File: src/rtl/ppfd_pkg.sv
package ppfd_pkg;

    localparam int MAX_POLES_DEF  = 64;
    localparam int COORD_BITS_DEF = 10;

    // Datapath width of the shared root and divide units
    localparam int DATA_W = 64;

    // Field accumulator: 48 bits signed, 32 fraction bits
    localparam int ACC_W = 48;
    localparam int SUM_W = ACC_W + 2;
    localparam logic signed [SUM_W-1:0] SUM_MAX = 50'sd140737488355327;
    localparam logic signed [SUM_W-1:0] SUM_MIN = -50'sd140737488355327;

    localparam logic [DATA_W-1:0] ONE_Q12 = 64'd4096;
    localparam int ROOT_SHIFT = 24;
    localparam int SHIFT_A    = 36;
    localparam int SHIFT_B    = 20;
    localparam int SHIFT_C    = 12;
    localparam int UNIT_SHIFT = 14;

    // Normalization window for the larger magnitude: [2^29, 2^30)
    localparam int NORM_LO = 29;
    localparam int NORM_HI = 30;
    localparam int NORM_W  = NORM_HI;

    localparam int OUT_W = 16;

    localparam logic OP_ADD   = 1'b0;
    localparam logic OP_QUERY = 1'b1;

    // Division pass of one pole term
    localparam logic [1:0] STAGE_A = 2'd0;
    localparam logic [1:0] STAGE_B = 2'd1;
    localparam logic [1:0] STAGE_C = 2'd2;

    typedef struct packed {
        logic load;
        logic rotate;
    } cell_ctl_t;

endpackage

File: src/rtl/ppfd_sqrt.sv
module ppfd_sqrt #(
    parameter int W = ppfd_pkg::DATA_W
) (
    input  logic           clk,
    input  logic           rst_n,
    input  logic           go,
    input  logic [W-1:0]   val,
    output logic           done,
    output logic [W/2-1:0] root
);

    logic         run_reg;
    logic         done_reg;
    logic [W-1:0] v_reg;
    logic [W-1:0] r_reg;
    logic [W-1:0] bit_reg;
    logic [W-1:0] trial;
    logic         fits;
    logic         last;

    assign trial = r_reg + bit_reg;
    assign fits  = (v_reg >= trial);
    assign last  = (bit_reg == W'(1));

    always_ff @(posedge clk or negedge rst_n)
    begin
        if (!rst_n)
        begin
            run_reg  <= 1'b0;
            done_reg <= 1'b0;
        end
        else
        begin
            done_reg <= run_reg && last;
            if (go)
                run_reg <= 1'b1;
            else if (last)
                run_reg <= 1'b0;
        end
    end

    // One result bit per cycle, two radicand bits consumed
    always_ff @(posedge clk)
    begin
        if (go)
        begin
            v_reg   <= val;
            r_reg   <= '0;
            bit_reg <= W'(1) << (W - 2);
        end
        else if (run_reg)
        begin
            if (fits)
            begin
                v_reg <= v_reg - trial;
                r_reg <= (r_reg >> 1) + bit_reg;
            end
            else
            begin
                r_reg <= r_reg >> 1;
            end
            bit_reg <= bit_reg >> 2;
        end
    end

    assign done = done_reg;
    assign root = r_reg[W/2-1:0];

endmodule

File: config.mk
export PLATFORM = sky130hd
export DESIGN_NAME = ppfd_sqrt
export DESIGN_NICKNAME = d
export VERILOG_FILES = /design/src/rtl/ppfd_pkg.sv /design/src/rtl/ppfd_sqrt.sv
export SDC_FILE = /design/constraint.sdc
export NUM_CORES = 1
export LEC_CHECK = 0
export BUFFER_PORTS_ARGS = -buffer_cell sky130_fd_sc_hd__buf_2
export CELL_PAD_IN_SITES_DETAIL_PLACEMENT = 1
export CELL_PAD_IN_SITES_GLOBAL_PLACEMENT = 1
export CORE_UTILIZATION = 45
export DETAILED_ROUTE_END_ITERATION = 8
export HOLD_SLACK_MARGIN = 0.02
export PLACE_DENSITY_LB_ADDON = 0.1
export REMOVE_ABC_BUFFERS = 1
export SLEW_MARGIN = 25
export SYNTH_ARGS = -nofsm -noshare
export SYNTH_HDL_FRONTEND = slang
export SYNTH_SLANG_ARGS = --single-unit
File: constraint.sdc
create_clock -name clk -period 22.9 [get_ports clk]
set_clock_uncertainty 0.1 [all_clocks]
set_input_delay 2.29 -clock clk [delete_from_list [all_inputs] [get_ports clk]]
set_output_delay 2.29 -clock clk [all_outputs]
set_load 0.1 [all_outputs]
==> results.py <==
metrics = {
    "clock_tree": {
        "tritoncts": "built",
        "clk_transition_reported_paths_ps": 80,
        "numCtsBuffers": 17,
        "clock_tree.buffer_depth": 2,
        "post_cts.resized_instances": 0,
        "clock-root-buffer": "sky130_fd_sc_hd__clkbuf_16",
        "clk-insertion-delay-late_ps": 470,
        "clock_tree.htree_level_count": 4,
        "post_cts.repair.setup_buffers": 0,
        "post_cts_hold_buffer_count": 0,
        "cts_sinks": 162,
    },
    "floorplanning": {
        "core_area_mm2": 0.0355,
        "die-width_um": 192,
        "num_io_pins": 100,
        "dieHeight_um": 192,
        "core.rowCount": 69,
        "die_footprint_mm2": 0.0368,
        "initial_utilization_pct": 45.7,
    },
    "placed_design": {
        "dp_worst_setup_slack_ps": 16020,
        "final_estimated_routing_congestion_in_global_placement": 0.962,
        "detailed_place_hpwl_mm": 42.5,
        "port_buffers": 99,
    },
    "worst_setup_path": {
        "crit_start": "r_reg[10]",
        "crit-reg2reg-launch": "r_reg[10]",
        "r2r.worst_path.cells": 21,
        "critPathCaptureType": "register",
        "crit_fanout": 21,
        "cp-start-kind": "register",
        "required_ps": 23170,
        "worst_ep_arrival_time_ps": 7300,
        "path_class": "reg -> reg",
    },
    "grt": {
        "met2_usage_pct": 45.9,
        "grt_busiest_layer": "met2",
        "global_route.usage.total_pct": 30.6,
        "antenna_found_initial": 1,
        "grt_remaining_overflow": 0,
        "grt_pass1_vias": 15921,
        "grt_use_met1_pct": 45.0,
        "grt_first_pass_wirelength_mm": 87.9,
        "use_met3_pct": 3.67,
        "maximum_number_of_pins_on_one_net_before_global_route_repair": 98,
    },
    "detailed_routing": {
        "dr.pass1.iters": 5,
        "via_count": 16137,
        "final_antenna_net_count": 0,
        "dr_iter_0_viols": 1125,
        "drc_errors": 0,
        "vias_per_cell": 6.34,
        "drt-total-wl_mm": 55.7,
        "routedWlPerCell_um": 21.9,
    },
    "logic_synthesis": {
        "synthTopCellsByCount": "sky130_fd_sc_hd__nand2_1, sky130_fd_sc_hd__nor2_1, sky130_fd_sc_hd__o21ai_0",
        "synthesis.yosys.warnings": 0,
        "async_reset_ff_share_pct": 1.23,
        "yosysMostFrequentCell": "sky130_fd_sc_hd__nand2_1",
        "netlist-cell-type-count": 89,
        "number_of_flops_mapped_to_enable_cells_by_yosys": 64,
        "yosys_register_bits": 162,
        "synth.top_cells.by_area": "sky130_fd_sc_hd__dfxtp_1, sky130_fd_sc_hd__edfxtp_1, sky130_fd_sc_hd__ha_1, sky130_fd_sc_hd__nand2_1, sky130_fd_sc_hd__o21ai_0",
        "netlist_instances": 2090,
        "synthDominantCellAreaShare_pct": 11.8,
        "postSynth.topFlopCell": "sky130_fd_sc_hd__dfxtp_1",
        "synthesis.area_per_instance_um2": 7.76,
        "post-synth-top-area-cell": "sky130_fd_sc_hd__dfxtp_1",
        "portion_of_the_post_synthesis_area_used_by_sequential_elements_pct": 24.0,
        "post_synth_instance_area_mm2": 0.0162,
    },
    "sta": {
        "fin_crit_sh_pct": 30.7,
        "max_freq_ghz": 0.142,
        "max_slew_margin_pct": 32.8,
        "clock_period_minus_final_worst_setup_slack_ps": 7030,
        "final_max_slew_viols": 0,
        "grt_setup_unrepaired": "no",
        "fin_tns_setup_ps": 0,
        "hold_viol": 0,
        "actual_slew_at_the_worst_max_slew_pin_ps": 1010,
        "timing.final.ws_setup_ps": 15870,
        "setup_violations": 0,
    },
    "min_path": {
        "timing.hold.worst.start": "r_reg[54]",
        "type_of_the_most_critical_hold_path": "reg -> reg",
        "whs_path_depth": 2,
    },
    "status": {
        "run_status": "completed",
    },
    "power": {
        "irDropWorstVdd_mv": 0.0729,
        "static-leakage-power_nw": 6.88,
        "cellPowerDensity_mw_per_mm2": 126,
    },
    "layout": {
        "layout-drive-gt1-share_pct": 10.1,
        "final_layout_net_count": 2268,
        "antenna-diode-count": 0,
        "area.growth.synth_to_final_pct": 6.41,
    },
    "job": {
        "max_cap_viol_count": 0,
    },
}
## per-stage QoR
stage               cells  power (mW)  hold WS [ps]  area (um2)  utilization (%)
floorplan            1941        1.47           385       15500                -
global placement     2512        1.80           425       16700             47.0
detailed placement   2512        1.83           449       16700             47.0
CTS                  2544        2.16           462       17300             48.7
global route         2544        2.32           494       17300             48.7
finish               2544        2.17           467       17300             48.7
## cell type report
cell class,instances,area [um2]
tap,461,577
clock buffer,17,425
fill,4402,18200
multi-input combinational,1720,11400
sequential,162,3900
clock inverter,15,181
inverter,59,221
timing repair buffer,110,584
## cells by family (layout without fill, tap and decap cells)
logic type | after synthesis | count (layout) | share of synthesized area, %
AO/OA/AOI/OAI | 692 | 692 | 28.6
XOR/XNOR | 134 | 134 | 7.23
adder cells (fa/ha/maj) | 131 | 131 | 10.1
buffers and inverters | 208 | 201 | 5.94
flip-flops | 162 | 162 | 24.0
multiplexers | 51 | 51 | 3.22
AND/OR/NAND/NOR | 712 | 712 | 20.9
## cells in the final DEF, fill, tap and decap left out, types with 21 or more instances in the layout
cell	netlist	routed
sky130_fd_sc_hd__nor3_1	35	35
sky130_fd_sc_hd__o21ai_0	167	166
sky130_fd_sc_hd__ha_1	130	130
sky130_fd_sc_hd__nand2_1	231	231
sky130_fd_sc_hd__xor2_1	66	66
sky130_fd_sc_hd__mux2i_1	41	41
sky130_fd_sc_hd__nor2_1	186	186
sky130_fd_sc_hd__dfxtp_1	96	96
sky130_fd_sc_hd__o21bai_1	35	35
sky130_fd_sc_hd__and3_1	26	26
sky130_fd_sc_hd__inv_1	57	57
sky130_fd_sc_hd__a211oi_1	35	35
sky130_fd_sc_hd__nand4_1	45	45
sky130_fd_sc_hd__o31ai_1	21	21
sky130_fd_sc_hd__buf_2	5	98
sky130_fd_sc_hd__nand3_1	54	54
sky130_fd_sc_hd__a21oi_1	143	143
sky130_fd_sc_hd__edfxtp_1	64	64
sky130_fd_sc_hd__a31oi_1	47	47
sky130_fd_sc_hd__xnor2_1	68	68
sky130_fd_sc_hd__a31o_2	22	22
sky130_fd_sc_hd__and2_1	24	24
sky130_fd_sc_hd__a21o_1	40	40
## routing by layer
| metal | routed length (um) | share of wire [%] |
|---|---|---|
| met5 | 13 | 0.023 |
| met4 | 1340 | 2.4 |
| met3 | 2670 | 4.8 |
| met2 | 23800 | 43 |
| met1 | 27800 | 50 |
## path summary, 6_finish.rpt
check                             to  slack (ps)
max                        r_reg[60]       15870
min                        r_reg[54]         470
max reg2reg                r_reg[60]       15870
min reg2reg                r_reg[54]         470
max in group asynchronous    run_reg       21100
min in group asynchronous       done        1490
## worst max-delay path: stages (launching register included)
cell and delay [ps]:
sky130_fd_sc_hd__dfxtp_1 400, sky130_fd_sc_hd__ha_1 390, sky130_fd_sc_hd__nand4_1 190, sky130_fd_sc_hd__nor3_1 240
sky130_fd_sc_hd__a21o_1 210, sky130_fd_sc_hd__a31oi_1 140, sky130_fd_sc_hd__o41ai_1 810, sky130_fd_sc_hd__o221ai_1 340
sky130_fd_sc_hd__a21boi_0 390, sky130_fd_sc_hd__nor4b_1 90, sky130_fd_sc_hd__a311oi_1 270, sky130_fd_sc_hd__ha_1 250
sky130_fd_sc_hd__a21oi_1 90, sky130_fd_sc_hd__o21ai_0 200, sky130_fd_sc_hd__and2_1 190, sky130_fd_sc_hd__nor4_1 50
sky130_fd_sc_hd__or4_1 590, sky130_fd_sc_hd__o211a_1 480, sky130_fd_sc_hd__nand2_1 620, sky130_fd_sc_hd__buf_4 420
sky130_fd_sc_hd__nor3_1 100, sky130_fd_sc_hd__a2111oi_2 330
## report_power, final
part / switching, mW / internal (mW) / total, mW
Combinational: 0.887 / 0.483 / 1.37
Clock: 0.161 / 0.149 / 0.310
Sequential: 0.0777 / 0.417 / 0.494
(Power assumes the default switching activity.)
