<file path="config.mk">
export PLATFORM = sky130hd
export DESIGN_NAME = ppfd_div
export DESIGN_NICKNAME = d
export VERILOG_FILES = /design/src/rtl/ppfd_pkg.sv /design/src/rtl/ppfd_div.sv
export SDC_FILE = /design/constraint.sdc
export NUM_CORES = 1
export LEC_CHECK = 0
export BUFFER_PORTS_ARGS = -buffer_cell sky130_fd_sc_hd__buf_2
export CORE_MARGIN = 8
export CORE_UTILIZATION = 31
export DETAILED_ROUTE_END_ITERATION = 8
export SKIP_LAST_GASP = 1
export SLEW_MARGIN = 20
export SYNTH_ARGS = -nofsm -noshare
export SYNTH_HDL_FRONTEND = slang
export SYNTH_SLANG_ARGS = --single-unit
</file>
<file path="constraint.sdc">
create_clock -name clk -period 4.1 [get_ports clk]
set_clock_uncertainty 0.2 [all_clocks]
set_input_delay 0.205 -clock clk [delete_from_list [all_inputs] [get_ports clk]]
set_output_delay 0.205 -clock clk [all_outputs]
set_load 0.1 [all_outputs]
</file>
<file path="src/rtl/ppfd_pkg.sv">
package ppfd_pkg;

    localparam int MAX_POLES_DEF  = 64;
    localparam int COORD_BITS_DEF = 10;

    // Datapath width of the shared root and divide units
    localparam int DATA_W = 64;

    // Field accumulator: 48 bits signed, 32 fraction bits
    localparam int ACC_W = 48;
    localparam int SUM_W = ACC_W + 2;
    localparam logic signed [SUM_W-1:0] SUM_MAX = 50'sd140737488355327;
    localparam logic signed [SUM_W-1:0] SUM_MIN = -50'sd140737488355327;

    localparam logic [DATA_W-1:0] ONE_Q12 = 64'd4096;
    localparam int ROOT_SHIFT = 24;
    localparam int SHIFT_A    = 36;
    localparam int SHIFT_B    = 20;
    localparam int SHIFT_C    = 12;
    localparam int UNIT_SHIFT = 14;

    // Normalization window for the larger magnitude: [2^29, 2^30)
    localparam int NORM_LO = 29;
    localparam int NORM_HI = 30;
    localparam int NORM_W  = NORM_HI;

    localparam int OUT_W = 16;

    localparam logic OP_ADD   = 1'b0;
    localparam logic OP_QUERY = 1'b1;

    // Division pass of one pole term
    localparam logic [1:0] STAGE_A = 2'd0;
    localparam logic [1:0] STAGE_B = 2'd1;
    localparam logic [1:0] STAGE_C = 2'd2;

    typedef struct packed {
        logic load;
        logic rotate;
    } cell_ctl_t;

endpackage

</file>
<file path="src/rtl/ppfd_div.sv">
module ppfd_div #(
    parameter int W = ppfd_pkg::DATA_W
) (
    input  logic         clk,
    input  logic         rst_n,
    input  logic         go,
    input  logic [W-1:0] dividend,
    input  logic [W-1:0] divisor,
    output logic         done,
    output logic [W-1:0] quotient
);

    localparam int CNT_W = $clog2(W);

    logic             run_reg;
    logic             done_reg;
    logic [CNT_W-1:0] cnt_reg;
    logic [W-1:0]     rem_reg;
    logic [W-1:0]     quo_reg;
    logic [W-1:0]     dvs_reg;
    logic [W:0]       trial;
    logic [W:0]       diff;
    logic             fits;

    assign trial = {rem_reg, quo_reg[W-1]};
    assign diff  = trial - {1'b0, dvs_reg};
    assign fits  = (trial >= {1'b0, dvs_reg});

    always_ff @(posedge clk or negedge rst_n)
    begin
        if (!rst_n)
        begin
            run_reg  <= 1'b0;
            done_reg <= 1'b0;
            cnt_reg  <= '0;
        end
        else
        begin
            done_reg <= run_reg && (cnt_reg == '0);
            if (go)
            begin
                run_reg <= 1'b1;
                cnt_reg <= CNT_W'(W - 1);
            end
            else if (run_reg)
            begin
                cnt_reg <= cnt_reg - 1'b1;
                if (cnt_reg == '0)
                    run_reg <= 1'b0;
            end
        end
    end

    // Restoring division, one quotient bit per cycle
    always_ff @(posedge clk)
    begin
        if (go)
        begin
            rem_reg <= '0;
            quo_reg <= dividend;
            dvs_reg <= divisor;
        end
        else if (run_reg)
        begin
            rem_reg <= fits ? diff[W-1:0] : trial[W-1:0];
            quo_reg <= {quo_reg[W-2:0], fits};
        end
    end

    assign done     = done_reg;
    assign quotient = quo_reg;

endmodule

</file>
==> results of run 1 <==
-- cell usage after synthesis, drive strengths merged (3+ instances only) --
library cell,count
o21bai,17
and3,9
o2111ai,3
o221ai,4
nand3,19
xnor2,39
nor4,3
o41ai,3
inv,96
nand4,25
a221oi,4
a21oi,101
mux2i,3
o211ai,11
dfxtp,64
dfrtp,8
ha,66
buf,33
nor2,97
nand4b,4
nor3,17
a311oi,49
o21a,5
edfxtp,128
and2,4
nor2b,8
clkbuf,43
or4,4
mux2,66
nand2,167
xor2,16
a21boi,3
o31ai,4
nand2b,11
or3,8
a211oi,11
o21ai,63
or2,4
a21o,29
a31oi,8
-- final cells by class --
class,instances,share of cell area [%]
Multi-Input combinational cell,909,39.7
Sequential cell,200,34.4
Timing Repair Buffer,337,15.4
Tap cell,518,4.19
Clock buffer,21,2.85
Inverter,97,2.37
Clock inverter,11,1.10
-- power groups by stage --
| stage | Clock, uW | Sequential, uW | Combinational, uW |
|---|---|---|---|
| finish | 1830 | 2780 | 4280 |
| global route | 1960 | 2830 | 4690 |
| CTS | 1880 | 2780 | 4260 |
| detailed placement | 0 | 2810 | 4150 |
| global placement | 0 | 2810 | 4120 |
| floorplan | 0 | 3260 | 2830 |
-- metal layers --
metal  wire length, um  GRT usage, %  up-vias  share of wire [%]
li1                  -             -     5200                  -
met1             16500          20.4     4989                 45
met2             16700          25.0      388                 46
met3              2630          4.03       36                7.2
met4               667          4.94        0                1.8
met5                 0             0        -                  0
-- worst reg2reg max path: stages, from the launching register on --
cell and delay, ns:
edfxtp_1 0.32, inv_1 0.06, ha_1 0.43, and4_1 0.41, and2b_1 0.23, nand4_1 0.15
or4_4 0.57, nand3_4 0.19, inv_4 0.07, nand2_4 0.31, buf_4 0.33, nand2_1 0.10
a311oi_1 0.29
-- logic make-up (layout without fill, tap and decap cells) --
group	after synthesis	count (layout)	share of synthesized area [%]
AND/OR/NAND/NOR	388	388	14.8
AO/OA/AOI/OAI	330	330	18.2
flip-flops	200	200	43.6
buffers and inverters	173	466	6.15
multiplexers	69	69	6.33
adder cells (fa/ha/maj)	67	67	6.93
XOR/XNOR	55	55	3.94
-- through the flow --
step           setup slack (ns)  hold WS, ns  instance area, um2  total power, uW  instances
6_report                  0.362        0.155               15500             8890       2093
5_1_grt                  0.0918        0.188               15500             9480       2093
4_1_cts                   0.369        0.153               15500             8920       2093
3_5_place_dp              0.368       -0.140               13600             6960       1931
3_3_place_gp              0.438       -0.143               13600             6930       1931
2_1_floorplan             0.350       -0.291               12200             6090       1282
-- worst min path at each step --
stage,end,slack [ns],start
after global placement,done,-0.14,rst_n
after CTS,rem_reg[14],0.15,go
after detailed placement,cnt_reg[4],-0.14,rst_n
final,rem_reg[50],0.16,go
after floorplan,cnt_reg[0],-0.29,rst_n
after global routing,rem_reg[49],0.19,go
-- timing repair --
action,in CTS,in global routing
endpoints found under the hold margin,136,0
resized for setup,0,0
setup buffers,0,0
hold buffers,130,0
==> results.md, run 1 <==
* Combinational power share at 48.1%
* TNS Setup at 0 ns
* Worst path slowest cell: or4_4
* Hold Path Stages at 2
* Slew margin rel. at 39.3%
* Worst reg2reg path startpoint: dvs_reg[40]
* Hold Crit Class: in2reg
* Syn Std Cell Area at 0.0122 mm2
* Hold Vio Cnt, Final at 0
* Crit path capture type: register
* Vias at 10600
* CTS tree: built
* GR Overflow Total at 0
* Die area at 0.0460 mm2
* Final GP Congestion at 0.911
* Crit path arrival time at 3.90 ns
* Worst path bufs/invs at 3
* Peak Freq at 268 MHz
* Root Buffer: clkbuf_16
* VDD IR max at 0.000492 V
* Util after Layout at 39.9%
* Clock Power Share at 20.6%
* Area share of the largest cell type after synthesis at 31.5%
* Worst Tran Pin Value at 0.910 ns
* Final Max Slew Viols at 0
* # rows at 72
* Num CTS Buffers at 17
* Critical path launch point: dvs_reg[40]
* Avg Vias per Cell at 5.07
* Layout Nets at 1760
* Core footprint at 0.0387 mm2
* Sequential element share of the synthesized area at 43.6%
* Critical path endpoint: rem_reg[3]
* Crit Path Max Fanout at 25
* Area of the multi-input gates at 0.00614 mm2
* FF-to-FF setup slack at 0.36 ns
* Largest net degree at the start of global routing at 117
* Vias in the first global route at 10800
* Clock Tree Buf Depth at 2
* Sw Ratio at 43.0%
* Die height at 214 um
* FFs w/ async S/R, synth at 4.00%
* Port bufs at 195
* Minimum period implied by the final worst setup slack at 3.74 ns
* Ys flop type: edfxtp_1
* Crit path launch type: register
* Status: finished clean
* GRT Total Usage at 15.6%
* Crit Path Class: reg2reg
* Synth Instances at 1282
* Router iterations before antenna repair at 6
* DRC violations left at 0
* Initial Utilization at 31.5%
* Routed WL per cell at 17.4 um
* Leakage power at 0.00646 uW
* Syn avg cell area at 9.53 um2
* Max Cap Viol at 0
* First-pass GRT wire length at 59200 um
* CP Cell Sequence: inv_1, ha_1, and4_1, and2b_1, nand4_1, or4_4, nand3_4, inv_4, nand2_4, buf_4, nand2_1, a311oi_1
* Largest area contributor in the netlist: edfxtp_1
* Yosys reg bits at 200
* CP top delay family: simple AND/OR/NAND/NOR gates
* Fillers at 3856
* Worst endpoint required time at 4.26 ns
* Post-synth net total at 1480
* DIE WIDTH at 214 um
* Iter 0 DRT Violations at 811
* Crit path largest cell delay at 0.57 ns
* Commonest non-fill, non-tap cell in the layout: buf_2
* Cells on worst reg2reg path at 12
* Stages on worst setup path at 12
* Final setup fails at 0
* Register share of total power at 31.3%
* Switching Power at 3820 uW
* Final wirelength at 36400 um
* H-Tree Depth at 4
* Ratio of cells with drive above 1 in the final layout at 21.1%
* Distinct cell type count after synthesis at 83
* Ys Warns at 0
* Power Internal at 5070 uW
* Final Cycle Share at 91.2%
* Post-synth EDFFs at 128
* DP HPWL at 26000 um
* Pwr/cell area at 575 mW/mm2
* I/O pin total at 196
* Initial antenna violation count at 0
* Area added between synthesis and finish at 26.7%
* Most frequent cells in the layout: buf_2, nand2_1, dlygate4sd3_1, edfxtp_1, a21oi_1
* Synth top area cells: edfxtp_1, dfxtp_1, ha_1
* Critical R2R Capture: rem_reg[3]
* Storage cell area at 0.00533 mm2
* RSZ-0062 raised after global routing: false
* CTS sink cnt at 200
* Clock-pin slew on the worst setup and hold paths at 0.08 ns
* N_diodes at 0
* DRT antenna net count at 0
* Worst-Skew Late Latency at 0.46 ns
Power figures use the tool's default switching activity.
==> run 2, diff against run 1 <==
--- a/config.mk
+++ b/config.mk
@@ -7,8 +7,9 @@
 export LEC_CHECK = 0
 export BUFFER_PORTS_ARGS = -buffer_cell sky130_fd_sc_hd__buf_2
 export CORE_MARGIN = 8
-export CORE_UTILIZATION = 31
+export CORE_UTILIZATION = 45
 export DETAILED_ROUTE_END_ITERATION = 8
+export PLACE_DENSITY = 0.66
 export SKIP_LAST_GASP = 1
 export SLEW_MARGIN = 20
 export SYNTH_ARGS = -nofsm -noshare
==> run 2 against run 1 <==
  * Final cell count shrank 8.5%
  * Die area shrank 29%
  * Fmax rose by 1.5%
  * Worst setup slack improved by 0.054 ns
  * Worst hold slack gained 0.10 ns
  * Routed wire length down 4.5%
  * Sequential cell count stayed put
  * Register-to-register slack better by 0.05 ns
  * Design area fell by 1.5%
  * Global-route usage increased by 5.4 points
  * Sequential share of layout area increased by 0.54 points
  * Critical path type unchanged
  * Critical endpoint is now rem_reg[58]
  * Largest cell class unchanged
  * Largest power group unchanged
==> results.md, run 2 (same netlist as run 1, synthesis figures left out) <==
* Hold Vio Cnt, Final at 0
* Worst-Skew Late Latency at 0.45 ns
* # rows at 60
* FF-to-FF setup slack at 0.42 ns
* Critical path launch point: rem_reg[1]
* Router iterations before antenna repair at 5
* Leakage power at 0.00644 uW
* RSZ-0062 raised after global routing: false
* Post-CTS Setup Inserts at 0
* Minimum period implied by the final worst setup slack at 3.68 ns
* Clock Tree Buf Depth at 2
* Die area at 0.0327 mm2
* Crit Path Max Fanout at 32
* TNS Setup at 0 ns
* Root Buffer: clkbuf_16
* Vias at 10600
* Crit Path Class: reg2reg
* Ratio of cells with drive above 1 in the final layout at 21.2%
* DIE WIDTH at 181 um
* Slew margin rel. at 44.9%
* Hold Crit Class: in2reg
* Clock-pin slew on the worst setup and hold paths at 0.09 ns
* Peak Freq at 271 MHz
* Max Cap Viol at 0
* Layout Nets at 1760
* CTS tree: built
* Initial Utilization at 45.6%
* Port bufs at 195
* Avg Vias per Cell at 5.54
* Final Max Slew Viols at 0
* H-Tree Depth at 4
* Critical R2R Capture: rem_reg[58]
* Iter 0 DRT Violations at 705
* Worst reg2reg path startpoint: rem_reg[1]
* Cells on worst reg2reg path at 11
* N_diodes at 0
* DRC violations left at 0
* Die height at 181 um
* Worst Tran Pin Value at 0.826 ns
* Routed WL per cell at 18.1 um
* CTS sink cnt at 200
* Num CTS Buffers at 17
* Status: finished clean
* Critical path endpoint: rem_reg[58]
* Final Cycle Share at 89.8%
* Most frequent cells in the layout: buf_2, nand2_1, dlygate4sd3_1, edfxtp_1, a21oi_1
* DP Area at 0.0133 mm2
* Crit path launch type: register
* DRT antenna net count at 0
* Worst endpoint required time at 4.26 ns
* Pwr/cell area at 572 mW/mm2
* Final setup fails at 0
* GRT Total Usage at 21.1%
* Largest net degree at the start of global routing at 79
* Crit path capture type: register
* DP HPWL at 24800 um
* First-pass GRT wire length at 56400 um
* Initial antenna violation count at 0
* Finished Cell Area at 0.0152 mm2
* I/O pin total at 196
* Util after Layout at 56.8%
* Final wirelength at 34800 um
* Commonest non-fill, non-tap cell in the layout: buf_2
* Core footprint at 0.0268 mm2
* Final GP Congestion at 0.928
* VDD IR max at 0.000345 V
* Vias in the first global route at 10900
* GR Overflow Total at 0
* Crit path arrival time at 3.84 ns
* Area added between synthesis and finish at 24.7%
run 2: how the worst min path moves through the flow:
stage / startpoint / end / cells after the start / slack [ns]
final: divisor[18] / dvs_reg[18] / 2 / 0.26
after global routing: divisor[49] / dvs_reg[49] / 2 / 0.25
after CTS: divisor[53] / dvs_reg[53] / 2 / 0.23
after detailed placement: rst_n / cnt_reg[5] / 1 / -0.14
after global placement: rst_n / cnt_reg[5] / 1 / -0.14
after floorplan: rst_n / cnt_reg[0] / 0 / -0.29
run 2: metrics by stage:
stage / setup slack (ns) / hold slack, ns / std cells / power (uW)
floorplan: 0.350 / -0.291 / 1282 / 6090
global placement: 0.559 / -0.144 / 1753 / 6880
detailed placement: 0.490 / -0.136 / 1753 / 6920
CTS: 0.449 / 0.233 / 1916 / 8720
global route: 0.169 / 0.250 / 1916 / 9270
finish: 0.417 / 0.259 / 1916 / 8710
run 2: final cells by class:
cell class | instances | area (um2)
timing repair buffer | 337 | 2400
tap | 341 | 427
fill | 2342 | 11600
sequential | 200 | 5330
multi-input combinational | 909 | 6140
clock buffer | 19 | 433
clock inverter | 13 | 140
inverter | 97 | 367
run 2: timing repair:
item	4_1_cts	5_1_grt
hold buffers	131	0
resized for setup	0	0
hold endpoints to repair	147	0
run 2: routing by layer:
layer  vias up  global-route usage [%]  wire length, um  share of wire [%]
met5         -                   0.768               39               0.11
met4         2                    6.35              738                2.1
met3        44                    6.54             2730                7.9
met2       374                    33.9            15900                 46
met1      5003                    26.7            15300                 44
li1       5201                       -                -                  -
run 2: worst max-delay path: stages (launching register included):
cell	delay, ns
dfxtp_1	0.34
ha_1	0.37
a21oi_1	0.21
nand2_1	0.12
a21oi_1	0.37
a211oi_2	0.18
o211ai_2	0.18
nand2_2	0.14
o2111ai_2	0.42
nand2_4	0.36
a311o_1	0.47
a221oi_2	0.23
run 2: where the power goes:
group | leakage [uW] | switching [uW] | total [uW] | internal (uW)
clock network | 0.000274 | 863 | 1680 | 813
registers | 0.00191 | 258 | 2770 | 2520
logic | 0.00427 | 2740 | 4260 | 1520
total | 0.00644 | 3860 | 8710 | 4850
