===== config.mk =====
export PLATFORM = sky130hd
export DESIGN_NAME = ppfd_cell
export DESIGN_NICKNAME = d
export VERILOG_FILES = /design/src/rtl/ppfd_pkg.sv /design/src/rtl/ppfd_cell.sv
export SDC_FILE = /design/constraint.sdc
export NUM_CORES = 1
export LEC_CHECK = 0
export BUFFER_PORTS_ARGS = -buffer_cell sky130_fd_sc_hd__buf_2
export CORE_MARGIN = 3
export CORE_UTILIZATION = 42
export DETAILED_ROUTE_END_ITERATION = 10
export PLACE_DENSITY_LB_ADDON = 0.08
export SLEW_MARGIN = 10
export SYNTH_ARGS = -nofsm -noshare
export SYNTH_HDL_FRONTEND = slang
export SYNTH_SLANG_ARGS = --single-unit

===== constraint.sdc =====
create_clock -name clk -period 2 [get_ports clk]
set_input_delay 0.1 -clock clk [delete_from_list [all_inputs] [get_ports clk]]
set_output_delay 0.1 -clock clk [all_outputs]
set_load 0.03 [all_outputs]

===== src/rtl/ppfd_pkg.sv =====
package ppfd_pkg;

    localparam int MAX_POLES_DEF  = 64;
    localparam int COORD_BITS_DEF = 10;

    // Datapath width of the shared root and divide units
    localparam int DATA_W = 64;

    // Field accumulator: 48 bits signed, 32 fraction bits
    localparam int ACC_W = 48;
    localparam int SUM_W = ACC_W + 2;
    localparam logic signed [SUM_W-1:0] SUM_MAX = 50'sd140737488355327;
    localparam logic signed [SUM_W-1:0] SUM_MIN = -50'sd140737488355327;

    localparam logic [DATA_W-1:0] ONE_Q12 = 64'd4096;
    localparam int ROOT_SHIFT = 24;
    localparam int SHIFT_A    = 36;
    localparam int SHIFT_B    = 20;
    localparam int SHIFT_C    = 12;
    localparam int UNIT_SHIFT = 14;

    // Normalization window for the larger magnitude: [2^29, 2^30)
    localparam int NORM_LO = 29;
    localparam int NORM_HI = 30;
    localparam int NORM_W  = NORM_HI;

    localparam int OUT_W = 16;

    localparam logic OP_ADD   = 1'b0;
    localparam logic OP_QUERY = 1'b1;

    // Division pass of one pole term
    localparam logic [1:0] STAGE_A = 2'd0;
    localparam logic [1:0] STAGE_B = 2'd1;
    localparam logic [1:0] STAGE_C = 2'd2;

    typedef struct packed {
        logic load;
        logic rotate;
    } cell_ctl_t;

endpackage


===== src/rtl/ppfd_cell.sv =====
module ppfd_cell #(
    parameter int CW = ppfd_pkg::COORD_BITS_DEF
) (
    input  logic                clk,
    input  ppfd_pkg::cell_ctl_t ctl,
    input  logic [CW-1:0]       new_x,
    input  logic [CW-1:0]       new_y,
    input  logic                new_sign,
    input  logic [CW-1:0]       nb_x,
    input  logic [CW-1:0]       nb_y,
    input  logic                nb_sign,
    output logic [CW-1:0]       x,
    output logic [CW-1:0]       y,
    output logic                sign
);

    logic [CW-1:0] x_reg;
    logic [CW-1:0] y_reg;
    logic          sign_reg;

    // Load a new pole, or take the neighbor's pole while the row rotates
    always_ff @(posedge clk)
    begin
        if (ctl.load)
        begin
            x_reg    <= new_x;
            y_reg    <= new_y;
            sign_reg <= new_sign;
        end
        else if (ctl.rotate)
        begin
            x_reg    <= nb_x;
            y_reg    <= nb_y;
            sign_reg <= nb_sign;
        end
    end

    assign x    = x_reg;
    assign y    = y_reg;
    assign sign = sign_reg;

endmodule


==> results of run 1 <==
how the worst min path moves through the flow:
stage	start	endpoint	slack, ps	cells past startpoint
6_report	nb_y[9]	y[9]$_DFFE_PP_	100	2
5_1_grt	new_x[8]	x[8]$_DFFE_PP_	70	2
4_1_cts	nb_y[9]	y[9]$_DFFE_PP_	90	2
3_5_place_dp	new_y[7]	y[7]$_DFFE_PP_	400	2
3_3_place_gp	nb_x[7]	x[7]$_DFFE_PP_	400	2
2_1_floorplan	nb_sign	sign$_DFFE_PP_	320	1
layout make-up:
| class | instances | area (sq um) | area share, % |
|---|---|---|---|
| sequential | 21 | 630.6 | 49.80 |
| multi-input combinational | 22 | 242.7 | 19.17 |
| timing repair buffer | 66 | 332.8 | 26.28 |
| tap | 27 | 33.78 | 2.668 |
| clock buffer | 4 | 26.28 | 2.075 |
cell families (layout without fill, tap and decap cells):
| logic type | after synthesis | after routing | synth area share (%) |
|---|---|---|---|
| buf+inv | 2 | 70 | 2.514 |
| flops | 21 | 21 | 70.39 |
| mux | 21 | 21 | 26.40 |
| simple gates | 1 | 1 | 0.6988 |
per-stage QoR:
| stage | instance area [sq um] | setup slack, ps | util (%) | power, mW |
|---|---|---|---|---|
| 2_1_floorplan | 895.9 | 1027 | - | 0.7142 |
| 3_3_place_gp | 1240 | 821.3 | 62.56 | 0.7993 |
| 3_5_place_dp | 1240 | 788.7 | 62.56 | 0.8009 |
| 4_1_cts | 1266 | 1004 | 63.89 | 0.9954 |
| 5_1_grt | 1266 | 970.9 | 63.89 | 1.033 |
| 6_report | 1266 | 1021 | 63.89 | 0.9837 |
metal layers:
layer	vias to the layer above	share of wire, %
met5	-	0
met4	0	0
met3	0	9.3
met2	32	51
met1	286	40
li1	314	-
power groups by stage:
stage / registers, mW / logic, mW / clock network (mW)
finish: 0.550 / 0.239 / 0.195
global route: 0.553 / 0.254 / 0.226
CTS: 0.551 / 0.242 / 0.203
detailed placement: 0.560 / 0.241 / 0
global placement: 0.560 / 0.239 / 0
floorplan: 0.664 / 0.0505 / 0
synthesized netlist by cell type, drive strengths merged:
master	number	area share, %
buf	2	2.5
edfxtp	21	70
mux2	21	26
or2	1	0.70
==> impl_results.md, run 1 <==
* Clk buf depth at 2
* Drc violations at 0
* Synthesis-stage register bit count at 21
* Unrepaired setup endpoints after global routing: no
* Final worst-path cycle share at between 40 and 50%
* Class of the worst hold path: in2reg
* Setup violations, final at 0
* Drt first pass iters at 4
* P_leak at between 0.5 and 0.6 nW
* Site row count at 16
* Met1 Usage GRT at 16.10%
* Global-route wire length before repair at 2.421 mm
* Post-CTS repair timing setup buffer count at 0
* Mean area per synthesized cell at ~20 sq um
* Fmax at 1022 MHz
* Hold_buf cts at 0
* Worst EP arrival at 880 ps
* Die height at 52.19 um
* Post-route insts no fill at 140
* Commonest non-fill, non-tap cell in the layout: buf_2
* HPWL after detailed placement at approximately 1.4 mm
* Hold slack at roughly 98 ps
* Worst-path cell chain: buf_2
* NumNets Final at about 160
* Fillers at approximately 170
* Initial antenna violation count at 0
* CORE AREA at 0.001982 sq mm
* Net Sw Power at 0.2743 mW
* Netlist cell types at 4
* CTS tree: yes
* Max-slew headroom at the worst pin at about 68%
* Max Slew Vio Count at 0
* Overflow after GRT at 0
* Root Buffer Master: clkbuf_4
* VDD IR max at 458.0 uV
* Most frequent cells in the layout: 65 x buf_2, 21 x mux2_2, 21 x edfxtp_1
* Met3 GRT Util at about 3.1%
* Slew @ Worst Pin at about 480 ps
* Avg WL per Cell at between 10 and 15 um
* Die area at around 0.0027 sq mm
* CTS Buf Count at 3
* Post-synthesis instance area at ~900 sq um
* Critical Path Stages at 1
* Syn nets at 90
* Pwr Density at between 700 and 800 mW/mm^2
* CP max stage delay at roughly 400 ps
* Starting Density at 45.20%
* H-tree depth at 1
* Crit. Startpoint: sign$_DFFE_PP_
* Worst Setup Path Type: reg2out
* Min cycle time layout at ~1000 ps
* M2 GR Usage at 20.08%
* Worst setup EP type: output pin
* Sequential area share after synthesis at 70.39%
* Final hold vios at 0
* Buf/Inv on CP at 1
* Vias at 632
* Internal at between 0.7 and 0.8 mW
* Gr busiest metal: met2
* Crit path launch type: flip-flop
* Number of global-route vias before repair at between 500 and 600
* Die X-Extent at between 50 and 60 um
* Sw Share at between 20% and 30%
* Total track usage at around an eighth
* Slowest CP cell: edfxtp_1
* WL final at around 1.8 mm
* GPL Wtd Cong at roughly 0.64
* Number of I/O pins at 66
* Post-cts gate resize count at 0
* Vias per inst at about 4.5
* Combinational Power Share at 24.3%
* Max-Cap Viols at 0
* Placed Instances at 136
* Synth-to-Final Area Change at 41.34%
* Remaining antenna violation count after routing at 0
* Clock power frac at a little under 20%
* CP max FO at 1
* First DRT Iteration DRCs at 3
* Setup TNS Final at 0 ps
* Setup crit end: sign
* Share of cells above drive strength 1 at about four fifths
* # port buffers at 65
* Post-Synthesis Cells at 45
* Clock Pin Slew Worst Setup and Hold Paths at roughly 110 ps
* Clock sinks at 21
* Pin count of the biggest net entering global routing at 22
* Status: complete, no violations
* Cell family contributing the most delay on the critical path: flip-flops
* Ant diodes at 0
* Part of the power in registers at a little under three fifths
* Required time at the worst-slack endpoint at roughly 1900 ps
* Synthesis Warnings at 0
Power figures use the tool's default switching activity.
==> run 2: changes to the inputs <==
ABC_AREA = 1   (was default)
CORE_UTILIZATION = 35   (was 42)
clock period = 0.8 ns   (was 2 ns; I/O delays follow)
==> run 2 against run 1 <==
Effect of this change: the run now ends with negative setup slack left; sequential share of layout area is 13 points lower; hold slack worse by 89 ps; count of clock-buffer cells in the layout is 1 lower; critical path depth stayed put; first-iteration DRC count grew to 4.7 times the previous value; non-clock buffer count is 31 higher; largest power group unchanged.
==> impl_results.md, run 2 <==
* Status: finished with violations
* Failing checks: negative setup slack
* Crit. Startpoint: x[7]$_DFFE_PP_
* Top-count cell post-synth: nand2_1
* Total chip power at 2.780 mW (+180%)
* Worst-path cell chain: buf_6
* CORE AREA at 0.002340 sq mm (+18%)
* Die area at 0.003263 sq mm (+20%)
* Setup violations, final at 21 (+21)
* Ant diodes at 0 (unchanged)
* First DRT Iteration DRCs at 14 (+11)
* Syn nets at 135 (+50%)
* Clock sinks at 21 (unchanged)
* Avg WL per Cell at 11.74 um (-6.6%)
* Number of I/O pins at 66 (unchanged)
* Post-synth EDFFs at 21 (unchanged)
* Vias at 922 (+46%)
* Unrepaired setup endpoints after global routing: yes
* Netlist cell types at 6 (+2)
* Worst EP arrival at 860 ps (-20 ps)
* Vias per inst at 4.288 (-5.0%)
* Final hold vios at 0 (unchanged)
* Fillers at 181 (+9.7%)
* Max Slew Vio Count at 0 (unchanged)
* P_leak at 0.8659 nW (+51%)
* Drt first pass iters at 5 (+1)
* VDD IR max at 1029 uV (+120%)
* Main synth FF type: edfxtp_1
* Commonest non-fill, non-tap cell in the layout: nand2_1
* Mean area per synthesized cell at 10.16 sq um (-49%)
* Synthesis-stage register bit count at 21 (unchanged)
* NumNets Final at 233 (+47%)
* Die height at 57.12 um (+9.5%)
* Overflow after GRT at 0 (unchanged)
* Clock Pin Slew Worst Setup and Hold Paths at 110 ps (about the same)
* CTS Buf Count at 3 (unchanged)
* Class of the worst hold path: in2reg
* Pwr Density at 1612 mW/mm^2 (+110%)
* Root Buffer Master: clkbuf_4
* Area of the multi-input gates at 242.7 sq um (unchanged)
* Final worst-path cycle share at 112.9%
* Worst Setup Path Type: reg2out
* Site row count at 17 (+1)
* Initial antenna violation count at 0 (unchanged)
* Placed Instances at 181 (+33%)
* Total track usage at 15.40% (+2.9 points)
* Number of global-route vias before repair at 933 (+74%)
* WL final at 2.524 mm (+43%)
* CP max stage delay at 410 ps (about the same)
* Drc violations at 0 (unchanged)
* H-tree depth at 1 (unchanged)
* CTS tree: yes
* Asr flop ratio synth at 0% (unchanged)
* Slew @ Worst Pin at 324.4 ps (-155.3 ps)
* Clk buf depth at 2 (unchanged)
* Sequential Area at 630.6 sq um (unchanged)
* PnR worst setup slack at -103.2 ps (-1125 ps)
* Most frequent cells in the layout: 63 x nand2_1, 44 x buf_2, 30 x dlygate4sd3_1
* Pin count of the biggest net entering global routing at 23 (+4.5%)
* Crit path launch type: flip-flop
* Worst setup EP type: output pin
* Min cycle time layout at ~900 ps
* Remaining antenna violation count after routing at 0 (unchanged)
* Required time at the worst-slack endpoint at 760 ps (-1140 ps)
* Fmax at 1107 MHz
* Cell family contributing the most delay on the critical path: flip-flops
* Post-synth top area cell: edfxtp_1
* Share of cells above drive strength 1 at 39.04% (-41 points)
* Sequential area share after synthesis at 68.95% (-1.4 points)
* GPL Wtd Cong at 0.6535 (+2.6%)
* Post-route insts no fill at 215 (+54%)
* Synth cell count leaders: 63 x nand2_1, 21 x edfxtp_1, 2 x buf_4, 2 x buf_6
* Buf/Inv on CP at 1 (unchanged)
* HPWL after detailed placement at 1.516 mm (+10%)
* Largest cells by area after synthesis: edfxtp_1 69%, nand2_1 26%, buf_6 2.5%
* Post-synthesis instance area at 914.6 sq um (+2.1%)
* Slowest CP cell: edfxtp_1
* Starting Density at 39.09% (-6.1 points)
* Die X-Extent at 57.12 um (+9.5%)
* Max-slew headroom at the worst pin at 78.34% (+10 points)
* Synthesis Warnings at 0 (unchanged)
* CP max FO at 1 (unchanged)
* Synth-to-Final Area Change at 88.51%
* # port buffers at 65 (unchanged)
* Hold_sp: nb_x[5]
* Post-Synthesis Cells at 90 (+100%)
* Synth top area share at 68.95% (-1.4 points)
* Global-route wire length before repair at 3.864 mm (+60%)
* Max-Cap Viols at 0 (unchanged)
[run 2: repair_timing]
action / in CTS / in global routing
gates resized for setup: 42 / 0
hold buffers: 25 / 5
setup endpoints to repair: 21 / 21
hold endpoints to repair: 16 / 5
buffers inserted: 0 / 0
[run 2: worst min-delay path: stages]
cell     delay, ps
buf_2           70
nand2_1         40
nand2_1         50
[run 2: final timing paths]
path              to  slack (ps)  depth (start not counted)
max             x[7]        -100                          1
min   x[5]$_DFFE_PP_          10                          3
[run 2: cells by family (layout without fill, tap and decap cells)]
family / count (synthesis) / after routing / share of synthesized area (%)
and+or+nand+nor: 64 / 64 / 26.54
buffers and inverters: 5 / 102 / 4.513
DFF: 21 / 21 / 68.95
[run 2: where the power goes]
part	switching, mW	total (mW)	internal (mW)
Clock	0.321	0.507	0.186
Combinational	0.434	0.870	0.436
Sequential	0.0514	1.40	1.35
Total	0.806	2.78	1.97
[run 2: layer usage]
layer	global-route usage (%)	up-vias	part of all wire, %
met5	0	-	0
met2	29.85	38	57
li1	-	481	-
met1	15.78	401	35
met3	4.072	2	7.9
met4	4.967	0	0.71
[run 2: final cells by class]
cell class,count,share of cell area [%]
Inverter,1,0.2177
Sequential cell,21,36.57
Clock buffer,3,1.306
Clock inverter,1,0.2903
Multi-Input combinational cell,64,14.08
Tap cell,28,2.032
Timing Repair Buffer,97,45.50
[run 2: per-stage QoR]
stage          util, %  hold WS, ps  area [sq um]  setup slack, ps  setup TNS, ps
3_3_place_gp     54.06        307.1          1265           -150.2          -4537
5_1_grt          73.69      0.09530          1724           -155.6          -2922
4_1_cts          71.55      0.05856          1674           -130.2          -2192
2_1_floorplan        -        218.6         914.6            14.47              0
3_5_place_dp     54.06        306.1          1265           -188.9          -5229
6_report         73.69        9.680          1724           -103.2          -1834
==> run 3: changes to the inputs <==
CAP_MARGIN = 20   (was default)
CELL_PAD_IN_SITES_DETAIL_PLACEMENT = 0   (was default)
CELL_PAD_IN_SITES_GLOBAL_PLACEMENT = 1   (was default)
CORE_UTILIZATION = 25   (was 35)
RECOVER_POWER = 25   (was default)
==> run 3 against run 2 <==
Effect of this change: the run still ends with negative setup slack left; worst setup slack better by 45 ps; sequential power about the same; wire length shrank 11%; flip-flop and latch count unchanged; critical path depth unchanged; clock power rose by 36%; final cell count shrank 5.1%; fmax rose by 5.2%; utilization fell by 31 points; design area shrank 15%; critical path type unchanged; critical endpoint is now x[4]; largest cell class is now sequential cells.
==> impl_results.md, run 3 (same netlist as run 2, synthesis figures left out) <==
* Status: finished with violations
* Failing checks: negative setup slack
* Number of global-route vias before repair at 769 (-18%)
* Overflow after GRT at 0 (unchanged)
* Clock sinks at 21 (unchanged)
* M2 GR Usage at 17.60% (-12 points)
* VDD IR max at 589.8 uV (-43%)
* Worst Setup Path Type: reg2out
* Starting Density at 26.57% (-13 points)
* Hold slack at 46.04 ps (+36.36 ps)
* CP max stage delay at 410 ps (about the same)
* Worst setup EP type: output pin
* H-tree depth at 1 (unchanged)
* CP max FO at 1 (unchanged)
* Max-slew headroom at the worst pin at 76.45% (-1.9 points)
* Total chip power at 2.843 mW (+2.3%)
* Class of the worst hold path: in2reg
* Required time at the worst-slack endpoint at 760 ps (about the same)
* Global-route wire length before repair at 3.353 mm (-13%)
* GPL Wtd Cong at 0.6250 (-4.4%)
* Buf/Inv on CP at 1 (unchanged)
* Avg WL per Cell at 11.00 um (-6.3%)
* Setup violations, final at 21 (unchanged)
* Max-Cap Viols at 0 (unchanged)
* Commonest non-fill, non-tap cell in the layout: nand2_1
* Initial antenna violation count at 0 (unchanged)
* Most frequent cells in the layout: 63 x nand2_1, 43 x buf_2, 21 x buf_6, 21 x edfxtp_1, 3 x clkbuf_8
* Ant diodes at 0 (unchanged)
* Min cycle time layout at 858.5 ps (-44.74 ps)
* Worst-path cell chain: buf_6
* Final worst-path cycle share at 107.3% (-5.6 points)
* Total track usage at 10.10% (-5.3 points)
* Share of cells above drive strength 1 at 45.57% (+6.5 points)
* Synth-to-Final Area Change at 59.37%
* Worst EP arrival at 820 ps (-40 ps)
* Pin count of the biggest net entering global routing at 22 (-4.3%)
* Critical Path Stages at 1 (unchanged)
* Crit path launch type: flip-flop
* Cell family contributing the most delay on the critical path: flip-flops
* First DRT Iteration DRCs at 17 (+3)
* Met3 GRT Util at 3.035% (-1.0 points)
* Number of I/O pins at 66 (unchanged)
* Met1 Usage GRT at 11.86% (-3.9 points)
* Post-CTS repair timing setup buffer count at 0 (unchanged)
* Root Buffer Master: clkbuf_8
* CTS tree: yes
* HPWL after detailed placement at 1.658 mm (+9.4%)
* Drt first pass iters at 3 (-2)
* Max Slew Vio Count at 0 (unchanged)
* PnR worst setup slack at -58.45 ps (+44.74 ps)
* Fmax at 1165 MHz (+5.2%)
* # port buffers at 65 (unchanged)
* Die X-Extent at 66.49 um (+16%)
* Clock Pin Slew Worst Setup and Hold Paths at 80 ps (-30 ps)
* Die area at 0.004420 sq mm (+35%)
* Slew @ Worst Pin at 352.7 ps (+28.32 ps)
* NumNets Final at 204 (-12%)
* Pwr Density at 1950 mW/mm^2 (+21%)
* WHS Path Cells at 3 (unchanged)
* Vias per inst at 3.922 (-8.6%)
* Final hold vios at 0 (unchanged)
* Slowest CP cell: edfxtp_1
* WL final at 2.243 mm (-11%)
* Clk buf depth at 2 (unchanged)
* Unrepaired setup endpoints after global routing: yes
* CTS Buf Count at 3 (unchanged)
* Site row count at 21 (+4)
* Gr busiest metal: met2
* CORE AREA at 0.003442 sq mm (+47%)
* Vias at 800 (-13%)
* Die height at 66.49 um (+16%)
* Remaining antenna violation count after routing at 0 (unchanged)
* Drc violations at 0 (unchanged)
* P_leak at 0.7421 nW (-14%)
run 3: cell types whose count changed in the layout (fill, tap and decap cells not counted), sizes merged:
cell,change
buf,-1
clkinv,-1
dlygate4sd3,-30
clkbuf,+3
run 3: layout make-up:
type	instances	area (sq um)
clock buffer	4	45.04
fill	360	1984
inverter	1	3.754
multi-input combinational	64	242.7
sequential	21	630.6
tap	46	57.56
timing repair buffer	68	478.0
run 3: where the power goes:
group | switching [mW] | internal [mW] | total [mW]
Sequential | 0.0554 | 1.35 | 1.41
Combinational | 0.407 | 0.336 | 0.743
Clock | 0.337 | 0.354 | 0.691
run 3: what timing repair did:
item / 4_1_cts / 5_1_grt
gates resized for setup: 42 / 0
pin swaps: 0 / 0
hold buffers: 0 / 0
cloned: 0 / 0
endpoints found under the setup margin: 21 / 21
run 3: worst paths after layout:
kind	slack, ps	start	to
max	-60	x[4]$_DFFE_PP_	x[4]
min	50	nb_y[2]	y[2]$_DFFE_PP_
run 3: metrics by stage:
step | TNS (ps) | utilization (%) | instances | instance area [sq um] | setup slack, ps
global placement | -3631 | 37.62 | 200 | 1295 | -94.51
finish | -691.8 | 42.35 | 204 | 1458 | -58.45
detailed placement | -4092 | 37.62 | 200 | 1295 | -116.4
floorplan | 0 | - | 90 | 914.6 | 14.47
CTS | -909.0 | 42.75 | 204 | 1471 | -71.73
global route | -1270 | 42.35 | 204 | 1458 | -84.67
run 3: metal layers:
layer | wire [um] | share of wire, % | up-vias
li1 | - | - | 423
met2 | 1157 | 52 | 30
met3 | 186 | 8.3 | 2
met1 | 888 | 40 | 345
met4 | 11 | 0.49 | 0
met5 | 0 | 0 | -
